`config.mk`:
```
export PLATFORM = sky130hd
export DESIGN_NAME = integer_ascii_formatter
export DESIGN_NICKNAME = d
export VERILOG_FILES = /design/src/rtl/ifa_pkg.sv /design/src/rtl/integer_ascii_formatter.sv /design/src/rtl/ifa_divider.sv
export VERILOG_INCLUDE_DIRS = /design/src /design/src/rtl
export SDC_FILE = /design/constraint.sdc
export NUM_CORES = 1
export LEC_CHECK = 0
export ABC_CLOCK_PERIOD_IN_PS = 6300
export BUFFER_PORTS_ARGS = -buffer_cell sky130_fd_sc_hd__buf_2
export CORE_MARGIN = 2
export CORE_UTILIZATION = 60
export CTS_BUF_LIST = sky130_fd_sc_hd__clkbuf_2 sky130_fd_sc_hd__clkbuf_4 sky130_fd_sc_hd__clkbuf_8
export DETAILED_ROUTE_END_ITERATION = 8
export GPL_ROUTABILITY_DRIVEN = 0
export PLACE_DENSITY = 0.78
export RECOVER_POWER = 25
export SLEW_MARGIN = 20
export SYNTH_ARGS = -nofsm -noshare
export SYNTH_HDL_FRONTEND = slang
export SYNTH_HIERARCHICAL = 1
export SYNTH_SLANG_ARGS = --single-unit
```
`constraint.sdc`:
```
create_clock -name i_clk -period 6.3 [get_ports i_clk]
set_input_delay 1.89 -clock i_clk [delete_from_list [all_inputs] [get_ports i_clk]]
set_output_delay 1.89 -clock i_clk [all_outputs]
set_load 0.02 [all_outputs]
```
`src/rtl/assert_macros.svh`:
```
// assertion macros used by the top-level rtl file
`ifndef ASSERT_MACROS_SVH
`define ASSERT_MACROS_SVH

// same-cycle implication, disabled while reset is low
`define ASSERT_SAME(lbl, clk, rst_n, ante, cons) \
    lbl: assert property (@(posedge clk) disable iff (!rst_n) (ante) |-> (cons)) \
        else $error("same-cycle check failed");

// next-cycle implication, disabled while reset is low
`define ASSERT_NEXT(lbl, clk, rst_n, ante, cons) \
    lbl: assert property (@(posedge clk) disable iff (!rst_n) (ante) |=> (cons)) \
        else $error("next-cycle check failed");

`endif

```
`src/rtl/ifa_pkg.sv`:
```
// types, constants and helpers for the integer ascii formatter
package ifa_pkg;

    localparam int TEXT_MAX = 16;
    localparam int TIDX_W   = 4;

    localparam logic [1:0] ACT_SIGNED   = 2'd0;
    localparam logic [1:0] ACT_UNSIGNED = 2'd1;
    localparam logic [1:0] ACT_HEX      = 2'd2;
    localparam logic [1:0] ACT_POINTER  = 2'd3;

    localparam logic [7:0] CH_SPACE = 8'h20;
    localparam logic [7:0] CH_ZERO  = 8'h30;
    localparam logic [7:0] CH_MINUS = 8'h2d;
    localparam logic [7:0] CH_X     = 8'h78;
    localparam logic [7:0] CH_LOW_A = 8'h61;

    // floor(x / 10) == (x * RECIP_10) >> RECIP_SHIFT for every 32-bit x
    localparam logic [31:0] RECIP_10    = 32'hcccc_cccd;
    localparam int          RECIP_SHIFT = 35;

    typedef struct packed {
        logic [31:0] mag;
        logic        hex;
    } t_div_req;

    typedef struct packed {
        logic [31:0] quot;
        logic [3:0]  rem;
    } t_div_rsp;

    function automatic logic [7:0] digit_char(input logic [3:0] d);
        logic [7:0] d_ext;
        d_ext = {4'b0000, d};
        if (d < 4'd10) begin
            return CH_ZERO + d_ext;
        end else begin
            return CH_LOW_A + d_ext - 8'd10;
        end
    endfunction

endpackage

```
`src/rtl/integer_ascii_formatter.sv`:
```
// top level: formats a 32-bit value as decimal or hex ascii, one character a cycle while emitting
//
//  channel   direction  handshake              word
//  -------   ---------  ---------------------  ------------------------------------
//  command   in         start high, busy low   i_value, i_action, i_min_width, i_fill_zero
//  result    out        o_strobe, one cycle    o_character, o_last
//
// an item runs the shared divider through ST_MUL and ST_DIG once per magnitude digit (1 to 10
// digits), sizes the field in ST_CALC, then emits max(width, text) characters in ST_EMIT, one
// per cycle, with width capped at MAX_WIDTH; the pace is set by the divider loop and the single
// character output register.
// reset (synchronous, active low) returns the sequencer to idle and drops the strobe.
// busy stays high from the accepting edge until the last character is registered;
// the receiver takes every strobed word and cannot stall the block.
module integer_ascii_formatter #(
    parameter int MAX_WIDTH = 64
) (
    input  logic        i_clk,
    input  logic        i_rst_n,
    input  logic        start,
    output logic        busy,
    input  logic [31:0] i_value,
    input  logic [1:0]  i_action,
    input  logic [6:0]  i_min_width,
    input  logic        i_fill_zero,
    output logic [7:0]  o_character,
    output logic        o_last,
    output logic        o_strobe
);
    import ifa_pkg::*;

    // field width counter and the compare width against the 7-bit port
    localparam int WCW = $clog2(MAX_WIDTH + 1);
    localparam int CW  = (WCW > 7) ? WCW : 7;

    typedef enum logic [2:0] {
        ST_IDLE,
        ST_MUL,
        ST_DIG,
        ST_CALC,
        ST_EMIT
    } t_state;

    t_state r_state, n_state;

    logic [31:0]       r_mag, n_mag;
    logic              r_hex, n_hex;
    logic              r_neg, n_neg;
    logic              r_ptr, n_ptr;
    logic              r_zpad, n_zpad;
    logic [WCW-1:0]    r_width, n_width;
    logic [WCW-1:0]    r_pad, n_pad;
    logic [1:0]        r_pre, n_pre;
    logic [TIDX_W-1:0] r_ndig, n_ndig;
    logic [TIDX_W-1:0] r_idx, n_idx;
    logic [7:0]        r_char, n_char;
    logic              r_last, n_last;
    logic              r_strobe, n_strobe;

    // digit buffer, least significant digit at index 0
    logic [3:0] r_digits [TEXT_MAX];

    t_div_req w_req;
    t_div_rsp w_rsp;

    logic [CW-1:0]  w_wext;
    logic [1:0]     w_prelen;
    logic [WCW-1:0] w_len;

    assign w_req.mag = r_mag;
    assign w_req.hex = r_hex;

    ifa_divider u_div (
        .i_clk (i_clk),
        .i_req (w_req),
        .o_rsp (w_rsp)
    );

    assign w_wext   = CW'(i_min_width);
    // pointer carries "0x", negative signed carries '-'
    assign w_prelen = r_ptr ? 2'd2 : (r_neg ? 2'd1 : 2'd0);
    assign w_len    = WCW'(r_ndig) + WCW'(w_prelen);

    always_comb begin
        n_state  = r_state;
        n_mag    = r_mag;
        n_hex    = r_hex;
        n_neg    = r_neg;
        n_ptr    = r_ptr;
        n_zpad   = r_zpad;
        n_width  = r_width;
        n_pad    = r_pad;
        n_pre    = r_pre;
        n_ndig   = r_ndig;
        n_idx    = r_idx;
        n_char   = r_char;
        n_last   = 1'b0;
        n_strobe = 1'b0;
        case (r_state)
            ST_IDLE: begin
                if (start) begin
                    // two's complement magnitude for negative signed input
                    n_neg   = (i_action == ACT_SIGNED) && i_value[31];
                    n_mag   = n_neg ? (32'd0 - i_value) : i_value;
                    n_hex   = (i_action == ACT_HEX) || (i_action == ACT_POINTER);
                    n_ptr   = (i_action == ACT_POINTER);
                    n_zpad  = i_fill_zero;
                    // minimum width saturates at the field limit
                    n_width = (w_wext > CW'(MAX_WIDTH)) ? WCW'(MAX_WIDTH)
                                                        : w_wext[WCW-1:0];
                    n_ndig  = '0;
                    n_state = ST_MUL;
                end
            end
            ST_MUL: begin
                // divider samples r_mag at this edge
                n_state = ST_DIG;
            end
            ST_DIG: begin
                n_mag   = w_rsp.quot;
                n_ndig  = r_ndig + 1'b1;
                // zero still yields its single '0' digit
                n_state = (w_rsp.quot == 32'd0) ? ST_CALC : ST_MUL;
            end
            ST_CALC: begin
                n_pad   = (r_width > w_len) ? (r_width - w_len) : '0;
                n_pre   = w_prelen;
                n_idx   = r_ndig - 1'b1;
                n_state = ST_EMIT;
            end
            ST_EMIT: begin
                n_strobe = 1'b1;
                if (r_pad != '0) begin
                    // padding goes ahead of sign and prefix
                    n_char = r_zpad ? CH_ZERO : CH_SPACE;
                    n_pad  = r_pad - 1'b1;
                end else if (r_pre != 2'd0) begin
                    if (r_ptr) begin
                        n_char = (r_pre == 2'd2) ? CH_ZERO : CH_X;
                    end else begin
                        n_char = CH_MINUS;
                    end
                    n_pre = r_pre - 1'b1;
                end else begin
                    n_char = digit_char(r_digits[r_idx]);
                    if (r_idx == '0) begin
                        n_last  = 1'b1;
                        n_state = ST_IDLE;
                    end else begin
                        n_idx = r_idx - 1'b1;
                    end
                end
            end
            default: begin
                n_state = ST_IDLE;
            end
        endcase
    end

    always_ff @(posedge i_clk) begin
        if (!i_rst_n) begin
            r_state  <= ST_IDLE;
            r_strobe <= 1'b0;
            r_last   <= 1'b0;
        end else begin
            r_state  <= n_state;
            r_strobe <= n_strobe;
            r_last   <= n_last;
        end
        r_mag   <= n_mag;
        r_hex   <= n_hex;
        r_neg   <= n_neg;
        r_ptr   <= n_ptr;
        r_zpad  <= n_zpad;
        r_width <= n_width;
        r_pad   <= n_pad;
        r_pre   <= n_pre;
        r_ndig  <= n_ndig;
        r_idx   <= n_idx;
        r_char  <= n_char;
    end

    always_ff @(posedge i_clk) begin
        if (r_state == ST_DIG) begin
            r_digits[r_ndig] <= w_rsp.rem;
        end
    end

    assign busy        = (r_state != ST_IDLE);
    assign o_character = r_char;
    assign o_last      = r_last;
    assign o_strobe    = r_strobe;

`include "assert_macros.svh"

    // an accepted command holds the block busy on the next cycle
    `ASSERT_NEXT(a_accept_busy, i_clk, i_rst_n, start && !busy, busy)
    // last only ever marks a strobed word
    `ASSERT_SAME(a_last_strobed, i_clk, i_rst_n, o_last, o_strobe)
    // more characters pending means the sequencer is still working
    `ASSERT_SAME(a_mid_busy, i_clk, i_rst_n, o_strobe && !o_last, busy)
    // the final character frees the block in the same cycle
    `ASSERT_SAME(a_last_free, i_clk, i_rst_n, o_strobe && o_last, !busy)

endmodule

```
`src/rtl/ifa_divider.sv`:
```
// shared divide-by-radix unit: one quotient digit per request, answered in the cycle after the request
module ifa_divider (
    input  logic              i_clk,
    input  ifa_pkg::t_div_req i_req,
    output ifa_pkg::t_div_rsp o_rsp
);
    import ifa_pkg::*;

    logic [63:0] w_prod;
    logic [28:0] r_prod_hi;
    logic [31:0] r_mag;
    logic        r_hex;
    logic [31:0] w_quot;
    logic [3:0]  w_q10_lo;

    // reciprocal multiply, registered before the correction
    assign w_prod = {32'd0, i_req.mag} * {32'd0, RECIP_10};

    always_ff @(posedge i_clk) begin
        r_prod_hi <= w_prod[63:RECIP_SHIFT];
        r_mag     <= i_req.mag;
        r_hex     <= i_req.hex;
    end

    assign w_quot   = r_hex ? {4'b0000, r_mag[31:4]} : {3'b000, r_prod_hi};
    // remainder is below 10, so the low nibble of mag - 10*q is exact
    assign w_q10_lo = w_quot[3:0] * 4'd10;

    assign o_rsp.quot = w_quot;
    assign o_rsp.rem  = r_hex ? r_mag[3:0] : (r_mag[3:0] - w_q10_lo);

endmodule

```
==> results of run 1 <==
-- worst paths after layout --
check           start                  end  slack (ns)
max          r_mag[7]  u_div/r_prod_hi[22]       -1.17
min             r_hex          u_div/r_hex        0.35
max reg2reg  r_mag[7]  u_div/r_prod_hi[22]       -1.17
min reg2reg     r_hex          u_div/r_hex        0.35
-- registers in the layout, summed over array words and instances (netlist names), named ones only --
register / count
u_div/r_prod_hi: 29
r_ndig: 4
o_character: 7
u_div/r_hex: 1
r_state: 3
r_pre: 2
r_ptr: 1
r_zpad: 1
r_mag: 32
r_width: 7
r_hex: 1
r_neg: 1
r_idx: 4
o_strobe: 1
o_last: 1
r_pad: 7
u_div/r_mag: 32
r_digits: 64
-- per-layer routing --
metal  up-vias  GRT usage, %  share of wire (%)
li1       8823             -                  -
met1     10200          44.0                 34
met2      1267          60.4                 48
met3       450          7.30                9.2
met4         6          23.5                8.7
met5         -             0              0.040
-- what timing repair did --
item / 4_1_cts / 5_1_grt
pin swaps: 71 / 54
buffers inserted: 32 / 32
endpoints found under the setup margin: 29 / 29
hold endpoints to repair: 0 / 0
cloned: 0 / 0
resized for setup: 100 / 74
-- layout by cell type, fill, tap and decap left out, types with 12 or more instances in the layout --
cell / synthesis / final
buf_6: 1 / 19
inv_1: 624 / 590
ha_4: 0 / 39
buf_4: 8 / 391
edfxtp_1: 131 / 131
inv_2: 0 / 27
nand3_1: 21 / 21
nor4_1: 13 / 13
nand2b_1: 12 / 12
nor3_1: 27 / 21
nor2_1: 72 / 69
fa_1: 389 / 378
clkbuf_8: 0 / 35
mux2_2: 36 / 36
ha_1: 363 / 316
nor2b_1: 15 / 15
mux4_2: 13 / 13
nand2_1: 116 / 110
a21oi_2: 1 / 14
a21o_1: 38 / 38
buf_2: 6 / 54
and2_1: 18 / 17
xor2_1: 63 / 54
xnor2_1: 61 / 53
dfxtp_1: 71 / 71
o21ai_0: 68 / 59
a21oi_1: 94 / 77
-- stage by stage --
| stage | TNS [ns] | cell area, µm² | utilization, % | std cells | setup WS (ns) |
|---|---|---|---|---|---|
| after detailed placement | -22.49 | 29700 | 69.4 | 3373 | -1.10 |
| final | -26.31 | 31700 | 74.1 | 3490 | -1.17 |
| after global placement | -20.34 | 29700 | 69.4 | 3373 | -1.12 |
| after global routing | -30.71 | 31700 | 74.1 | 3490 | -1.32 |
| after CTS | -19.74 | 31100 | 72.6 | 3457 | -1.00 |
| after floorplan | -1.57 | 26300 | - | 2465 | -0.243 |
-- cell type report --
cell class              instances  share of cell area [%]
multi-input cells            1588                    60.3
flip-flops and latches        202                    16.9
repair buffers                473                    11.1
inverters                     624                    7.45
well taps                     546                    2.15
clock buffers                  42                    1.68
clock inverters                14                   0.481
diodes                          1                 0.00789
-- logic make-up (layout without fill, tap and decap cells) --
| family | count (synthesis) | after routing | share of synthesized area, % |
|---|---|---|---|
| AO/OA/AOI/OAI | 304 | 304 | 7.62 |
| XOR/XNOR | 124 | 124 | 4.20 |
| adder cells (fa/ha/maj) | 752 | 752 | 47.6 |
| buffers and inverters | 675 | 1153 | 10.1 |
| flip-flops | 202 | 202 | 20.7 |
| multiplexers | 56 | 56 | 2.97 |
| other | 3 | 6 | 0.0435 |
| AND/OR/NAND/NOR | 347 | 347 | 6.77 |
==> flow_metrics.tcl, run 1 <==
set metrics [dict create \
    cpMaxStageDelayCell "fa_2" \
    status "finished, violations left" \
    dr.pass1.iters 6 \
    start_util_pct 60.5 \
    start_kind "register" \
    ys_seq_elements 202 \
    hold_depth 0 \
    vias 20800 \
    synth_common_cells "inv_1, fa_1, ha_1" \
    critical-path-max-stage-delay_ns 0.57 \
    worstPathArrival_ns 7.95 \
    hold_violations 0 \
    syn2layout_area_growth_pct 22.6 \
    fin_nets 3716 \
    die_h_um 212 \
    grt_start_max_net_pins 60 \
    skew_ns 0.0221 \
    clock_latency_ns 0.61 \
    grt.total_usage_pct 36.6 \
    r2r.worst_path.cells 25 \
    clockBufferDepth 3 \
    io_pins 56 \
    cts_buffers 30 \
    fp.dieW_um 212 \
    slew_viol_final 0 \
    hold_buffers 0 \
    cts_tree "built" \
    cp.buffers_inverters 5 \
    cp_top_family "adder cells" \
    routed_via_density 5.96 \
    numPortBuffers 54 \
    syn_area_mm2 0.0259 \
    setup_violations 29 \
    violations "setup timing" \
    whs_ns 0.350 \
    drc 0 \
    drive_gt1_share_pct 26.4 \
    synthTopCellsByArea "fa_1, ha_1, edfxtp_1, inv_1, dfxtp_1" \
    h-tree-depth 1 \
    worst_slew_pin_slew_ns 0.947 \
    antenna_found_initial 4 \
    crit_top_cell "fa_1" \
    synth.avg_cell_area_um2 10.5 \
    num_rows 76 \
    hp-class "register to register" \
    async_flop_share_pct 0 \
    clkSinkCount 202 \
    maxSlewHeadroom_pct 36.2 \
    crit_fanout 6 \
    yosysTopAreaCell "fa_1" \
    synth_top_area_share_pct 30.1 \
    dieArea_mm2 0.0448 \
    core_area_mm2 0.0428 \
    cts_root_buf "clkbuf_8" \
    max_freq_mhz 134 \
    seq_area_frac_synth_pct 20.7 \
    final.period_utilization_pct 119 \
    drt_iter0_drc 2261 \
    dp_hpwl_um 64400 \
    clk_pin_slew_worst_paths_ns 0.08 \
    ys_warn_count 6 \
    first_global_vias 21800 \
    grt_remaining_overflow 0 \
    cap_violations 0 \
    netlist_instances 2463 \
    ys.flop_type "edfxtp_1" \
    cp.required_ns 6.78 \
    grt_setup_unrepaired "true" \
    yosysUniqueCellTypes 80 \
    min_period_ns 7.47 \
    synth.most_common_cell "inv_1" \
    wl_per_cell_um 23.9 \
    wl_um 83300 \
    num-fill-cells 2582 \
    seq_area_mm2 0.00536 \
    grt_pass1_wl_um 122000 \
    synth_edf_count 131 \
    crit_path_end_kind "register" \
    fin_ws_ns -1.17 \
    crit_cells 25 \
    multi_input_area_mm2 0.0191 \
    path_class "register to register" \
    detail-route-antenna-nets 0 \
]
Power of run 1 is left out: the tool's default activity adds up to more than one toggle a clock period on the data nets, which glitch-free logic cannot reach.
==> inputs of run 2 (changes only) <==
--- a/config.mk
+++ b/config.mk
@@ -6,6 +6,7 @@
 export SDC_FILE = /design/constraint.sdc
 export NUM_CORES = 1
 export LEC_CHECK = 0
+export ABC_AREA = 1
 export ABC_CLOCK_PERIOD_IN_PS = 6300
 export BUFFER_PORTS_ARGS = -buffer_cell sky130_fd_sc_hd__buf_2
 export CORE_MARGIN = 2
@@ -14,7 +15,7 @@
 export DETAILED_ROUTE_END_ITERATION = 8
 export GPL_ROUTABILITY_DRIVEN = 0
 export PLACE_DENSITY = 0.78
-export RECOVER_POWER = 25
+export RECOVER_POWER = 50
 export SLEW_MARGIN = 20
 export SYNTH_ARGS = -nofsm -noshare
 export SYNTH_HDL_FRONTEND = slang
==> run 2 against run 1 <==
  * Die area up 8.8%
  * Setup slack better by 1.1 ns
  * Wire length is 8.5% higher
  * First-iteration DRC count rose by 2.7%
  * Clock skew up 0.018 ns
  * Final cell count is 23% higher
  * The run ends with capacitance limit, slew limit, setup timing left
  * Global-route usage down 0.63 points
  * Via count grew 16%
  * Fmax is 17% higher
  * Clock-buffer cell count is 14 higher
  * Design area grew 3.9%
  * Synthesized area grew 9.0%
==> flow_metrics.tcl, run 2 <==
set metrics [dict create \
    largest-register "r_digits" \
    routed_via_density 5.62 \
    r2r.worst_path.cells 25 \
    r2r-start "r_mag[4]" \
    grt_pass1_wl_um 130000 \
    crit_cells 25 \
    grt.busiest_layer "met2" \
    numPortBuffers 54 \
    fin_setup_tns_ns -0.167 \
    start_kind "register" \
    slew_viol_final 2 \
    cp.buffers_inverters 6 \
    fp.dieW_um 221 \
    first_global_vias 23800 \
    clockBufferDepth 3 \
    cp_top_family "adder cells" \
    synthTopCellsByArea "fa_1, ha_1, edfxtp_1, inv_1, nand2_1" \
    drc 0 \
    grt_setup_unrepaired "true" \
    fin_area_mm2 0.0329 \
    grt_remaining_overflow 0 \
    detail-route-antenna-nets 0 \
    cap_violations 1 \
    final_common_cell "inv_1" \
    whs_ns 0.349 \
    die_h_um 221 \
    core_area_mm2 0.0465 \
    grt.total_usage_pct 36.0 \
    min_period_ns 6.40 \
    setup_violations 2 \
    crit_fanout 4 \
    dieArea_mm2 0.0488 \
    skew_ns 0.0405 \
    clk_pin_slew_worst_paths_ns 0.06 \
    endpoint "u_div/r_prod_hi[25]" \
    worst_slew_pin_slew_ns 1.54 \
    grt_use_met2_pct 55.1 \
    crit_path_end_kind "register" \
    syn2layout_area_growth_pct 16.8 \
    ys_seq_elements 202 \
    hold_violations 0 \
    regToRegSetupSlack_ns -0.1 \
    placed_area_mm2 0.0306 \
    synth.most_common_cell "inv_1" \
    synth_edf_count 131 \
    wl_per_cell_um 21.0 \
    most-common-layout-cells "inv_1, nand2_1, fa_1" \
    dr.pass1.iters 6 \
    hold_buffers 0 \
    violations "capacitance limit, slew limit, setup timing" \
    final.period_utilization_pct 102 \
    cts_tree "built" \
    yosysTopAreaCell "fa_1" \
    h-tree-depth 2 \
    dp_hpwl_um 72000 \
    critPathLaunch "r_mag[4]" \
    ys_warn_count 6 \
    largest_reg_flops 64 \
    num_rows 79 \
    cpMaxStageDelayCell "fa_2" \
    netlist_instances 3355 \
    cp.required_ns 6.76 \
    critical-path-max-stage-delay_ns 0.59 \
    maxSlewHeadroom_pct -3.43 \
    antenna_found_initial 3 \
    drt_iter0_drc 2323 \
    syn_area_mm2 0.0282 \
    fin_ws_ns -0.0962 \
    hp-class "register to register" \
    synth_top_area_share_pct 27.6 \
    worstPathArrival_ns 6.86 \
    largest_registers "r_digits: 64 flops, r_mag: 32 flops, u_div/r_mag: 32 flops" \
    clkSinkCount 202 \
    grtUsageMet3_pct 5.42 \
    drive_gt1_share_pct 18.3 \
    rr_endpoint "u_div/r_prod_hi[25]" \
    status "finished, violations left" \
    synth.avg_cell_area_um2 8.41 \
    path_class "register to register" \
    ys.flop_type "edfxtp_1" \
    io_pins 56 \
    synth_common_cells "inv_1, nand2_1, fa_1" \
    met1_usage_pct 44.8 \
    clock_latency_ns 0.57 \
    fin_nets 4462 \
    yosysUniqueCellTypes 53 \
    async_flop_share_pct 0 \
    seq_area_frac_synth_pct 19.0 \
    start_util_pct 60.7 \
    cts_buffers 36 \
    max_freq_mhz 156 \
    cts_root_buf "clkbuf_8" \
    grt_start_max_net_pins 38 \
    vias 24100 \
    wl_um 90400 \
]
[run 2: repair_timing]
| item | in CTS | in global routing |
|---|---|---|
| endpoints found under the setup margin | 23 | 29 |
| pin swaps | 4 | 80 |
| gates resized for setup | 20 | 250 |
| buffers inserted | 13 | 30 |
[run 2: worst min-delay path by stage]
stage	start	end	slack, ns	depth (start not counted)
final	r_hex	u_div/r_hex	0.35	0
after global routing	r_hex	u_div/r_hex	0.36	0
after floorplan	r_hex	u_div/r_hex	0.32	0
after detailed placement	r_hex	u_div/r_hex	0.34	0
after global placement	r_hex	u_div/r_hex	0.32	0
after CTS	r_hex	u_div/r_hex	0.35	0
[run 2: cell families after synthesis]
logic type	after synthesis	synth area share, %
buffers and inverters	935	12.8
AO/OA/AOI/OAI	233	4.59
adder cells (fa/ha/maj)	752	43.7
flip-flops	202	19.0
AND/OR/NAND/NOR	1152	17.5
XOR/XNOR	78	2.42
other	3	0.0399
[run 2: final cells by class]
class / instances / area [µm²]
fill: 3266 / 13500
sequential: 202 / 5360
antenna: 1 / 2.50
clock inverter: 8 / 75.1
timing repair buffer: 313 / 2240
multi-input combinational: 2220 / 20500
tap: 607 / 759
clock buffer: 56 / 683
inverter: 892 / 3360
[run 2: metal layers]
layer  wire, µm  part of all wire (%)  vias up
met5         22                 0.024        -
met4       9930                    11        4
met3       8280                   9.2      493
met2      39600                    44     1489
met1      32500                    36    11300
li1           -                     -    10800
[run 2: per-stage QoR]
stage / std cells / util (%) / setup WS [ns]
2_1_floorplan: 3357 / - / 0.339
3_3_place_gp: 4191 / 65.9 / -0.115
3_5_place_dp: 4191 / 65.9 / -0.162
4_1_cts: 4268 / 68.0 / -0.0101
5_1_grt: 4298 / 70.9 / -0.257
6_report: 4299 / 70.9 / -0.0962
Power of run 2 is left out for the same reason.
